==> src/rtl/core/lapbtr_pkg.sv <==
// lapbtr_pkg: codes, frame constants and types shared by the LAPB timer recovery block.
// No dependencies.
package lapbtr_pkg;

    localparam int QUEUE_LEN_BITS_DEF = 16;

    localparam int CFG_IDX_BITS = 2;
    localparam logic [CFG_IDX_BITS-1:0] CFG_RETRY_LIMIT    = 2'd0;
    localparam logic [CFG_IDX_BITS-1:0] CFG_RX_WINDOW      = 2'd1;
    localparam logic [CFG_IDX_BITS-1:0] CFG_POLL_THRESHOLD = 2'd2;
    localparam logic [CFG_IDX_BITS-1:0] CFG_OLD_PROTOCOL   = 2'd3;

    localparam logic [7:0] RETRY_LIMIT_RST    = 8'd10;
    localparam int         RX_WINDOW_RST      = 2048;
    localparam int         POLL_THRESHOLD_RST = 128;

    localparam logic [1:0] CMD_T1   = 2'd0;
    localparam logic [1:0] CMD_T2   = 2'd1;
    localparam logic [1:0] CMD_POLL = 2'd2;

    localparam logic [2:0] ST_DISC  = 3'd0;
    localparam logic [2:0] ST_SETUP = 3'd1;
    localparam logic [2:0] ST_DPEND = 3'd2;
    localparam logic [2:0] ST_CONN  = 3'd3;
    localparam logic [2:0] ST_RECOV = 3'd4;
    localparam logic [2:0] ST_FRMR  = 3'd5;

    localparam logic [1:0] SK_NONE   = 2'd0;
    localparam logic [1:0] SK_CTL    = 2'd1;
    localparam logic [1:0] SK_IFRAME = 2'd2;
    localparam logic [1:0] SK_FRMR   = 2'd3;

    localparam logic [7:0] CTL_SABM = 8'h2F;
    localparam logic [7:0] CTL_DISC = 8'h43;
    localparam logic [7:0] CTL_DM   = 8'h0F;
    localparam logic [7:0] CTL_RR   = 8'h01;
    localparam logic [7:0] CTL_RNR  = 8'h05;
    localparam logic [7:0] CTL_PF   = 8'h10;
    localparam logic [7:0] CTL_I    = 8'h00;
    localparam logic [2:0] SEQ_MASK = 3'h7;

    typedef struct packed {
        logic [2:0] state;
        logic [7:0] retry;
        logic [1:0] kind;
        logic       cmd;
        logic [7:0] ctl;
        logic       flush;
        logic       t1;
        logic       t3;
        logic       resp;
        logic       rel;
    } result_t;

endpackage

==> src/rtl/core/lapb_timer_recovery.sv <==
// lapb_timer_recovery: top level with input beat register, decision and result register.
// Depends on lapbtr_pkg and lapbtr_decide.
// An accepted beat goes into the input register, then its result into the result register.
// Throughput: one beat per cycle while out_stall is low; the two registers form a two-deep pipe.
// Reset: pipe valids clear, registers load retry_limit 10, rx_window 2048,
// poll_threshold 128, old_protocol 0.
module lapb_timer_recovery
    import lapbtr_pkg::*;
#(
    parameter int QUEUE_LEN_BITS = QUEUE_LEN_BITS_DEF
)
(
    input  logic                      clk,
    input  logic                      rst_n,
    input  logic                      cfg_valid,
    output logic                      cfg_ready,
    input  logic [CFG_IDX_BITS-1:0]   cfg_index,
    input  logic [QUEUE_LEN_BITS-1:0] cfg_data,
    input  logic                      in_valid,
    output logic                      in_stall,
    input  logic [1:0]                command,
    input  logic [2:0]                link_state,
    input  logic [7:0]                retry_count,
    input  logic                      tx_pending,
    input  logic [QUEUE_LEN_BITS-1:0] oldest_frame_len,
    input  logic [QUEUE_LEN_BITS-1:0] rx_queued_bytes,
    input  logic                      remote_busy,
    input  logic [2:0]                send_seq,
    input  logic [2:0]                unacked_count,
    input  logic [2:0]                recv_seq,
    output logic                      out_valid,
    input  logic                      out_stall,
    output logic [2:0]                next_state,
    output logic [7:0]                next_retry_count,
    output logic [1:0]                send_kind,
    output logic                      is_command,
    output logic [7:0]                control_byte,
    output logic                      flush_tx_queue,
    output logic                      restart_t1,
    output logic                      stop_t3,
    output logic                      clear_response,
    output logic                      release_link
);

    logic [7:0]                retry_limit_reg;
    logic [QUEUE_LEN_BITS-1:0] rx_window_reg;
    logic [QUEUE_LEN_BITS-1:0] poll_threshold_reg;
    logic                      old_protocol_reg;

    logic                      s1_valid_reg;
    logic [1:0]                command_reg;
    logic [2:0]                link_state_reg;
    logic [7:0]                retry_count_reg;
    logic                      tx_pending_reg;
    logic [QUEUE_LEN_BITS-1:0] oldest_frame_len_reg;
    logic [QUEUE_LEN_BITS-1:0] rx_queued_bytes_reg;
    logic                      remote_busy_reg;
    logic [2:0]                send_seq_reg;
    logic [2:0]                unacked_count_reg;
    logic [2:0]                recv_seq_reg;

    logic                      out_valid_reg;
    logic                      out_valid_next;
    result_t                   out_reg;
    result_t                   res;

    logic                      out_ready;
    logic                      s1_take;
    logic                      s1_valid_next;
    logic                      in_take;

    assign cfg_ready = 1'b1;

    always_ff @(posedge clk or negedge rst_n)
    begin
        if (!rst_n)
        begin
            retry_limit_reg    <= RETRY_LIMIT_RST;
            rx_window_reg      <= QUEUE_LEN_BITS'(RX_WINDOW_RST);
            poll_threshold_reg <= QUEUE_LEN_BITS'(POLL_THRESHOLD_RST);
            old_protocol_reg   <= 1'b0;
        end
        else if (cfg_valid && cfg_ready)
        begin
            case (cfg_index)
                CFG_RETRY_LIMIT:    retry_limit_reg    <= cfg_data[7:0];
                CFG_RX_WINDOW:      rx_window_reg      <= cfg_data;
                CFG_POLL_THRESHOLD: poll_threshold_reg <= cfg_data;
                CFG_OLD_PROTOCOL:   old_protocol_reg   <= cfg_data[0];
                default:
                begin
                end
            endcase
        end
    end

    assign out_ready      = !out_valid_reg || !out_stall;
    assign s1_take        = s1_valid_reg && out_ready;
    assign in_stall       = s1_valid_reg && !out_ready;
    assign in_take        = in_valid && !in_stall;
    assign s1_valid_next  = in_take || (s1_valid_reg && !out_ready);
    assign out_valid_next = s1_take || (out_valid_reg && out_stall);

    always_ff @(posedge clk or negedge rst_n)
    begin
        if (!rst_n)
        begin
            s1_valid_reg  <= 1'b0;
            out_valid_reg <= 1'b0;
        end
        else
        begin
            s1_valid_reg  <= s1_valid_next;
            out_valid_reg <= out_valid_next;
        end
    end

    always_ff @(posedge clk)
    begin
        if (in_take)
        begin
            command_reg          <= command;
            link_state_reg       <= link_state;
            retry_count_reg      <= retry_count;
            tx_pending_reg       <= tx_pending;
            oldest_frame_len_reg <= oldest_frame_len;
            rx_queued_bytes_reg  <= rx_queued_bytes;
            remote_busy_reg      <= remote_busy;
            send_seq_reg         <= send_seq;
            unacked_count_reg    <= unacked_count;
            recv_seq_reg         <= recv_seq;
        end
        if (s1_take)
        begin
            out_reg <= res;
        end
    end

    lapbtr_decide #(
        .QUEUE_LEN_BITS (QUEUE_LEN_BITS)
    ) u_decide (
        .command          (command_reg),
        .link_state       (link_state_reg),
        .retry_count      (retry_count_reg),
        .tx_pending       (tx_pending_reg),
        .oldest_frame_len (oldest_frame_len_reg),
        .rx_queued_bytes  (rx_queued_bytes_reg),
        .remote_busy      (remote_busy_reg),
        .send_seq         (send_seq_reg),
        .unacked_count    (unacked_count_reg),
        .recv_seq         (recv_seq_reg),
        .retry_limit      (retry_limit_reg),
        .rx_window        (rx_window_reg),
        .poll_threshold   (poll_threshold_reg),
        .old_protocol     (old_protocol_reg),
        .res              (res)
    );

    assign out_valid        = out_valid_reg;
    assign next_state       = out_reg.state;
    assign next_retry_count = out_reg.retry;
    assign send_kind        = out_reg.kind;
    assign is_command       = out_reg.cmd;
    assign control_byte     = out_reg.ctl;
    assign flush_tx_queue   = out_reg.flush;
    assign restart_t1       = out_reg.t1;
    assign stop_t3          = out_reg.t3;
    assign clear_response   = out_reg.resp;
    assign release_link     = out_reg.rel;

    // a beat held in the input register must not vanish while the result side is blocked
    a_s1_hold: assert property (@(posedge clk) disable iff (!rst_n)
        s1_valid_reg && !out_ready |=> s1_valid_reg)
        else $error("input register beat lost under stall");

    a_release_disc: assert property (@(posedge clk) disable iff (!rst_n)
        out_valid_reg && out_reg.rel |-> out_reg.state == ST_DISC)
        else $error("release without disconnected state");

    a_none_zero: assert property (@(posedge clk) disable iff (!rst_n)
        out_valid_reg && out_reg.kind == SK_NONE |-> out_reg.ctl == 8'd0 && !out_reg.cmd)
        else $error("control byte set with nothing sent");

    a_flush_rel: assert property (@(posedge clk) disable iff (!rst_n)
        out_valid_reg && out_reg.flush |-> out_reg.rel)
        else $error("flush without link release");

    a_t1_send: assert property (@(posedge clk) disable iff (!rst_n)
        out_valid_reg && out_reg.t1 |-> out_reg.kind != SK_NONE)
        else $error("T1 restart without a frame");

endmodule

==> src/rtl/core/lapbtr_decide.sv <==
// lapbtr_decide: combinational action decision for one timer event.
// Depends on lapbtr_pkg.
module lapbtr_decide
    import lapbtr_pkg::*;
#(
    parameter int QUEUE_LEN_BITS = QUEUE_LEN_BITS_DEF
)
(
    input  logic [1:0]                command,
    input  logic [2:0]                link_state,
    input  logic [7:0]                retry_count,
    input  logic                      tx_pending,
    input  logic [QUEUE_LEN_BITS-1:0] oldest_frame_len,
    input  logic [QUEUE_LEN_BITS-1:0] rx_queued_bytes,
    input  logic                      remote_busy,
    input  logic [2:0]                send_seq,
    input  logic [2:0]                unacked_count,
    input  logic [2:0]                recv_seq,
    input  logic [7:0]                retry_limit,
    input  logic [QUEUE_LEN_BITS-1:0] rx_window,
    input  logic [QUEUE_LEN_BITS-1:0] poll_threshold,
    input  logic                      old_protocol,
    output result_t                   res
);

    logic [7:0] rc_eff;
    logic [7:0] rc_inc;
    logic       give_up;
    logic [2:0] ns;
    logic       use_iframe;
    logic [1:0] poll_kind;
    logic [7:0] poll_ctl;

    assign rc_eff     = (link_state == ST_CONN) ? 8'd0 : retry_count;
    assign give_up    = (retry_limit != 8'd0) && (rc_eff == retry_limit);
    assign rc_inc     = (rc_eff == 8'hFF) ? 8'hFF : rc_eff + 8'd1;
    assign ns         = (send_seq - unacked_count) & SEQ_MASK;
    assign use_iframe = tx_pending && (oldest_frame_len < poll_threshold)
                        && (old_protocol || !remote_busy);
    assign poll_kind  = use_iframe ? SK_IFRAME : SK_CTL;

    always_comb
    begin
        if (use_iframe)
        begin
            poll_ctl = CTL_PF | CTL_I | {recv_seq, 5'b0} | {4'b0, ns, 1'b0};
        end
        else if (rx_queued_bytes >= rx_window)
        begin
            poll_ctl = CTL_RNR | CTL_PF;
        end
        else
        begin
            poll_ctl = CTL_RR | CTL_PF;
        end
    end

    always_comb
    begin
        res       = '0;
        res.state = link_state;
        res.retry = retry_count;
        case (command)
            CMD_T1:
            begin
                case (link_state)
                    ST_DISC:
                    begin
                        res.rel = 1'b1;
                    end
                    ST_SETUP, ST_DPEND:
                    begin
                        if (give_up)
                        begin
                            res.flush = (link_state == ST_SETUP);
                            res.state = ST_DISC;
                            res.rel   = 1'b1;
                        end
                        else
                        begin
                            res.retry = rc_inc;
                            res.kind  = SK_CTL;
                            res.cmd   = 1'b1;
                            res.ctl   = (link_state == ST_SETUP) ? (CTL_SABM | CTL_PF)
                                                                 : (CTL_DISC | CTL_PF);
                            res.t1    = 1'b1;
                        end
                    end
                    ST_CONN, ST_RECOV, ST_FRMR:
                    begin
                        if (give_up)
                        begin
                            res.kind  = SK_CTL;
                            res.ctl   = CTL_DM | CTL_PF;
                            res.flush = 1'b1;
                            res.state = ST_DISC;
                            res.rel   = 1'b1;
                        end
                        else if (link_state == ST_FRMR)
                        begin
                            res.kind  = SK_FRMR;
                            res.t1    = 1'b1;
                            res.retry = rc_inc;
                        end
                        else
                        begin
                            res.kind  = poll_kind;
                            res.ctl   = poll_ctl;
                            res.cmd   = 1'b1;
                            res.resp  = 1'b1;
                            res.t3    = 1'b1;
                            res.t1    = 1'b1;
                            res.retry = rc_inc;
                            res.state = ST_RECOV;
                        end
                    end
                    default:
                    begin
                    end
                endcase
            end
            CMD_T2:
            begin
                if (link_state == ST_CONN || link_state == ST_RECOV)
                begin
                    res.kind = SK_CTL;
                    res.ctl  = (rx_queued_bytes > rx_window) ? CTL_RNR : CTL_RR;
                    res.resp = 1'b1;
                end
            end
            CMD_POLL:
            begin
                if (!old_protocol && link_state == ST_CONN)
                begin
                    res.kind  = poll_kind;
                    res.ctl   = poll_ctl;
                    res.cmd   = 1'b1;
                    res.resp  = 1'b1;
                    res.t3    = 1'b1;
                    res.t1    = 1'b1;
                    res.retry = 8'd0;
                    res.state = ST_RECOV;
                end
            end
            default:
            begin
            end
        endcase
    end

endmodule
==> config.mk <==
export PLATFORM = sky130hd
export DESIGN_NAME = lapb_timer_recovery
export DESIGN_NICKNAME = d
export VERILOG_FILES = /design/src/rtl/core/lapbtr_pkg.sv /design/src/rtl/core/lapb_timer_recovery.sv /design/src/rtl/core/lapbtr_decide.sv
export SDC_FILE = /design/constraint.sdc
export NUM_CORES = 1
export LEC_CHECK = 0
export BUFFER_PORTS_ARGS = -buffer_cell sky130_fd_sc_hd__buf_4
export CAP_MARGIN = 0
export CELL_PAD_IN_SITES_DETAIL_PLACEMENT = 1
export CELL_PAD_IN_SITES_GLOBAL_PLACEMENT = 1
export CORE_ASPECT_RATIO = 1.75
export CORE_MARGIN = 2
export CORE_UTILIZATION = 45
export CTS_CLUSTER_DIAMETER = 40
export DETAILED_ROUTE_END_ITERATION = 12
export PLACE_DENSITY = 0.91
export SYNTH_ARGS = -nofsm -noshare
export SYNTH_HDL_FRONTEND = slang
export SYNTH_SLANG_ARGS = --single-unit
==> constraint.sdc <==
create_clock -name clk -period 4.1 [get_ports clk]
set_clock_uncertainty 0.2 [all_clocks]
set_input_delay 0.41 -clock clk [delete_from_list [all_inputs] [get_ports clk]]
set_output_delay 0.41 -clock clk [all_outputs]
set_load 0.05 [all_outputs]
### Word-level counts from Yosys, hierarchy flattened

Index checks and enable logic that the tools add are counted.
Widths: inputs -> output; s select.

* $add $sub $neg: 2
* order comparisons: 3
* equal/unequal tests: 12
* mux-type cells: 36
* bitwise operators: 1
* reduce and logical (&&, ||, !) cells: 30

Operators by type and width (count)
* $mux 8: 6
* $pmux 24 s2: 1
* $pmux 8 s3: 1
* $mux 22: 1
* $pmux 11 s2: 1
* $mux 3: 7
* $mux 19: 1
* $ge 16x16->1: 1
* $gt 16x16->1: 1
* $lt 16x16->1: 1
* $mux 2: 5
* $mux 9: 1
* $add 8x1->8 const B: 1
* $eq 8x8->1: 1
* $eq 8x8->1 const B: 1
* $logic_and 1x1->1: 8
* $or 8x4->8: 1
* $reduce_and 2->1: 4
* $reduce_bool 8->1: 1
* $mux 7: 1
* $eq 2x2->1 const B: 3
* $eq 3x2->1 const B: 2
* $eq 3x3->1 const B: 2
* $logic_not 1->1: 6
* other kinds (14): 26

* flip-flop bits (word level): 126
* word-level logic and storage cells: 110

### Depth between registers and ports, before layout

* word-level depth: 8
* gate-level depth with buffers: 10

### By module

From an unflattened synthesis, not the netlist that was laid out.

* cells, all modules: 461
* area total of the unflattened synthesis: 6103.4 µm²

By module, submodules not included
* lapb_timer_recovery: times used 1, cells each 181, area each 4150.2 µm², sequential area each 3573.4 µm²
* lapbtr_decide: times used 1, cells each 280, area each 1953.1 µm², sequential area each 0.0 µm²

### Least setup slack after synthesis

Ideal clock, no wire load.

* path kind: register -> register
* start point: reg out_valid_reg, in the netlist out_valid
* end point: reg out_reg, in the netlist clear_response, enable pin
* setup time: 0.452 ns
* data arrival time: 2.669 ns
* required time: 3.448 ns
* setup slack: 0.778 ns
* cell stages (with the launch flop): 2
* buffers on the path: 0
* clock period less this slack: 3.322 ns
* cell sequence: dfrtp_1 -> a21boi_0

* longest elaborated chain between the ends: 3

RTL lines
* start, declared: RTL line lapb_timer_recovery.sv:62 `logic out_valid_reg;`
* start signal, assigned: RTL line lapb_timer_recovery.sv:114 `out_valid_reg <= out_valid_next;`
* $logic_not 1->1: RTL line lapb_timer_recovery.sv:97 `assign out_ready = !out_valid_reg || !out_stall;`
* $logic_or 1x1->1: RTL line lapb_timer_recovery.sv:97
* $logic_and 1x1->1: RTL line lapb_timer_recovery.sv:98 `assign s1_take = s1_valid_reg && out_ready;`
* via s1_take: RTL line lapb_timer_recovery.sv:68 `logic s1_take;`
* end signal, assigned: RTL line lapb_timer_recovery.sv:135 `out_reg <= res;`
* end, declared: RTL line lapb_timer_recovery.sv:64 `result_t out_reg;`

The timed path passes the listed nets, and every way through them passes these cells.
A chain may end at the register's enable or synchronous reset.

==> impl_metrics.py <==
metrics = {
    "run_status": {
        "status": "completed",
    },
    "sta": {
        "hold_viol": 0,
        "drv_slew": 0,
        "tns_ns": 0,
        "min_period_ns": 3.72,
        "timing.slew.headroom_pct": 24.4,
        "max_freq_mhz": 269,
        "tightest_slew_ns": 1.13,
        "timing.final.crit_share_pct": 90.7,
        "rsz0062_at_grt": "no",
        "hold_slack_ns": 0.0226,
        "setup-violations-final": 0,
    },
    "pwr": {
        "p_int_mw": 2.66,
        "comb_power_share_pct": 19.1,
        "sw_frac_of_total_pct": 29.3,
        "p_leak_nw": 3.47,
        "clockPowerShare_pct": 37.7,
        "ir_drop_uv": 305,
        "p_sw_mw": 1.11,
        "pwr-share-seq_pct": 43.2,
        "p_per_area_nw_per_um2": 467,
        "total_power_mw": 3.77,
    },
    "place": {
        "dpl.hpwl_um": 11700,
        "gp_congestion": 0.929,
        "numPortBuffers": 107,
        "placed_area_um2": 6950,
    },
    "cells_and_area": {
        "final_cell_mix": "112 x buf_4, 83 x edfxtp_1, 57 x dlygate4sd3_1",
        "nFillCells": 1322,
        "final_common_cell": "buf_4",
        "syn_to_final_growth_pct": 35.6,
        "n_antenna_cell": 0,
        "final_area_um2": 8070,
        "drive_gt1_share_pct": 30.7,
        "finalNetCount": 749,
    },
    "clock_tree": {
        "clk_pin_slew_ns": 0.07,
        "numCtsBuffers": 17,
        "cts.sinks": 126,
        "root_buffer": "clkbuf_16",
        "clockBufferDepth": 2,
        "postCtsSetupBuffers": 0,
        "cts_tree": "yes",
        "htreeDepth": 4,
        "clkLatencyLatePin_ns": 0.43,
    },
    "worst_setup_path": {
        "r2r-end": "control_byte[1]",
        "worstSetupPathType": "reg -> reg",
        "rrSetupSlack_ns": 0.38,
        "critPathRequiredTime_ns": 4.04,
        "arrival_ns": 3.65,
        "worstPathMaxFanout": 13,
        "cp_top_family": "simple AND/OR/NAND/NOR gates",
        "end_kind": "register",
        "r2r_cells": 7,
        "path_cells": "nand3b_1 > a32oi_1 > o221ai_1 > or4_1 > and3_1 > a211oi_1 > a211oi_1",
        "startpoint": "link_state_reg[2]",
        "timing.critical_path.mode_cell": "a211oi_1",
        "slowest_delay_ns": 0.78,
        "startpoint_type": "register",
        "cp_slowest_cell": "or4_1",
        "r2r_start": "link_state_reg[2]",
        "crit_buf_inv": 0,
    },
    "hold_path": {
        "worstHoldStart": "in_valid",
        "whs_path_depth": 2,
        "whs_endpoint": "s1_valid_reg",
        "hold_path.class": "in -> reg",
    },
    "drt": {
        "drcViolationCount": 0,
        "antenna_left": 0,
        "via_count": 4649,
        "wl_um": 18800,
        "firstDrtPassIters": 4,
        "wire_per_inst_um": 22.9,
        "viasPerCell": 5.67,
        "drt-initial-drc-count": 203,
    },
    "synth": {
        "synth.largest_area_cell": "edfxtp_1",
        "avgSynthCellArea_um2": 12.9,
        "synth_top_area_share_pct": 41.9,
        "synth-seq-cells": 126,
        "synth_edf_count": 83,
        "synthFlopType": "edfxtp_1",
        "ys_types": 62,
        "yosys_warnings": 0,
        "syn_inst": 462,
        "async_flop_share_pct": 34.1,
        "syn_area_um2": 5950,
        "synthTopCellsByArea": "edfxtp_1 42%, dfrtp_1 16%, mux2_2 7.8%",
        "ys_seq_area_share_pct": 60.0,
        "syn-num-nets": 575,
    },
    "floorplan": {
        "core_area_um2": 12900,
        "dieArea_um2": 14200,
        "die_y_um": 156,
        "initial_core_util_pct": 46.0,
        "die_w_um": 90.9,
        "rows": 55,
        "num_io_pins": 109,
    },
    "grt": {
        "grt_pass1_wl_um": 29400,
        "grt_pass1_vias": 5396,
        "antenna_found_initial": 0,
        "grt_use_total_pct": 27.7,
        "overflow": 0,
        "grt_max_degree": 44,
    },
    "flow_run": {
        "maxCapViolCount": 0,
    },
}
## kinds of logic (layout without fill, tap and decap cells)
kind of cell,Yosys count,after routing,synth area share [%]
other cells,1,1,0.0630
simple gates,104,104,9.63
fa+ha+maj,35,35,7.46
buf+inv,57,244,3.74
flops,126,126,60.0
xor+xnor,7,7,1.03
mux,42,42,7.93
compound gates,90,90,10.1
## worst register-to-register path, cell delays in order (launching register included)
cell and delay, ns:
edfxtp_1 0.57, nand3b_1 0.52, a32oi_1 0.35, o221ai_1 0.15, or4_1 0.78, and3_1 0.31
a211oi_1 0.39, a211oi_1 0.16
## worst max path at each step
stage | endpoint | slack [ns] | cells after the start
6_report | control_byte[1] | 0.38 | 7
3_5_place_dp | control_byte[0] | 0.56 | 7
2_1_floorplan | clear_response | 0.78 | 1
3_3_place_gp | next_state[2] | 0.75 | 7
4_1_cts | control_byte[0] | 0.54 | 7
5_1_grt | control_byte[0] | 0.19 | 7
## cell type report
type | count | area (um2) | area share (%)
multi-input cells | 279 | 2160 | 26.8
flip-flops and latches | 126 | 3570 | 44.3
repair buffers | 169 | 1410 | 17.5
clock buffers | 17 | 425 | 5.27
clock inverters | 15 | 123 | 1.52
inverters | 43 | 161 | 2.00
well taps | 171 | 214 | 2.65
## synth_stat cells (2+ instances only)
cell / instances
a211oi_1: 4
a21boi_0: 2
a21o_1: 10
a21oi_1: 22
a2bb2oi_1: 2
a31oi_1: 6
and2_1: 9
and3_1: 3
and4_1: 2
buf_2: 3
clkbuf_1: 9
dfrtp_1: 39
dfstp_2: 4
edfxtp_1: 83
ha_1: 33
inv_1: 41
inv_2: 2
mux2_2: 41
nand2_1: 21
nand2b_1: 7
nand3_1: 9
nand3b_1: 4
nand4_1: 7
nor2_1: 18
nor2b_1: 4
nor3_1: 5
nor3b_1: 2
o211ai_1: 9
o21ai_0: 18
o221ai_1: 3
or3_1: 3
xnor2_1: 7
## power by group through the flow
| stage | clock [mW] | sequential [mW] | combinational [mW] |
|---|---|---|---|
| global route | 1.48 | 1.64 | 0.780 |
| floorplan | 0 | 1.68 | 0.335 |
| global placement | 0 | 1.62 | 0.588 |
| finish | 1.42 | 1.63 | 0.721 |
| detailed placement | 0 | 1.64 | 0.635 |
| CTS | 1.41 | 1.62 | 0.703 |
## per-stage QoR
step	cells	utilization, %	setup slack [ns]
after floorplan	462	-	0.778
after global placement	731	53.7	0.749
after detailed placement	731	53.7	0.555
after CTS	820	62.4	0.536
after global routing	820	62.4	0.192
final	820	62.4	0.383
## routing by layer
metal | wire length [um] | up-vias | track usage (%)
li1 | - | 2061 | -
met1 | 6260 | 2323 | 26.7
met2 | 10700 | 188 | 52.7
met3 | 791 | 77 | 5.85
met4 | 1080 | 0 | 16.9
met5 | 0 | - | 0
## repair_timing
item / in CTS / in global routing
hold buffers: 57 / 0
resized for setup: 0 / 0
hold endpoints to repair: 95 / 0
(Power assumes the default switching activity.)
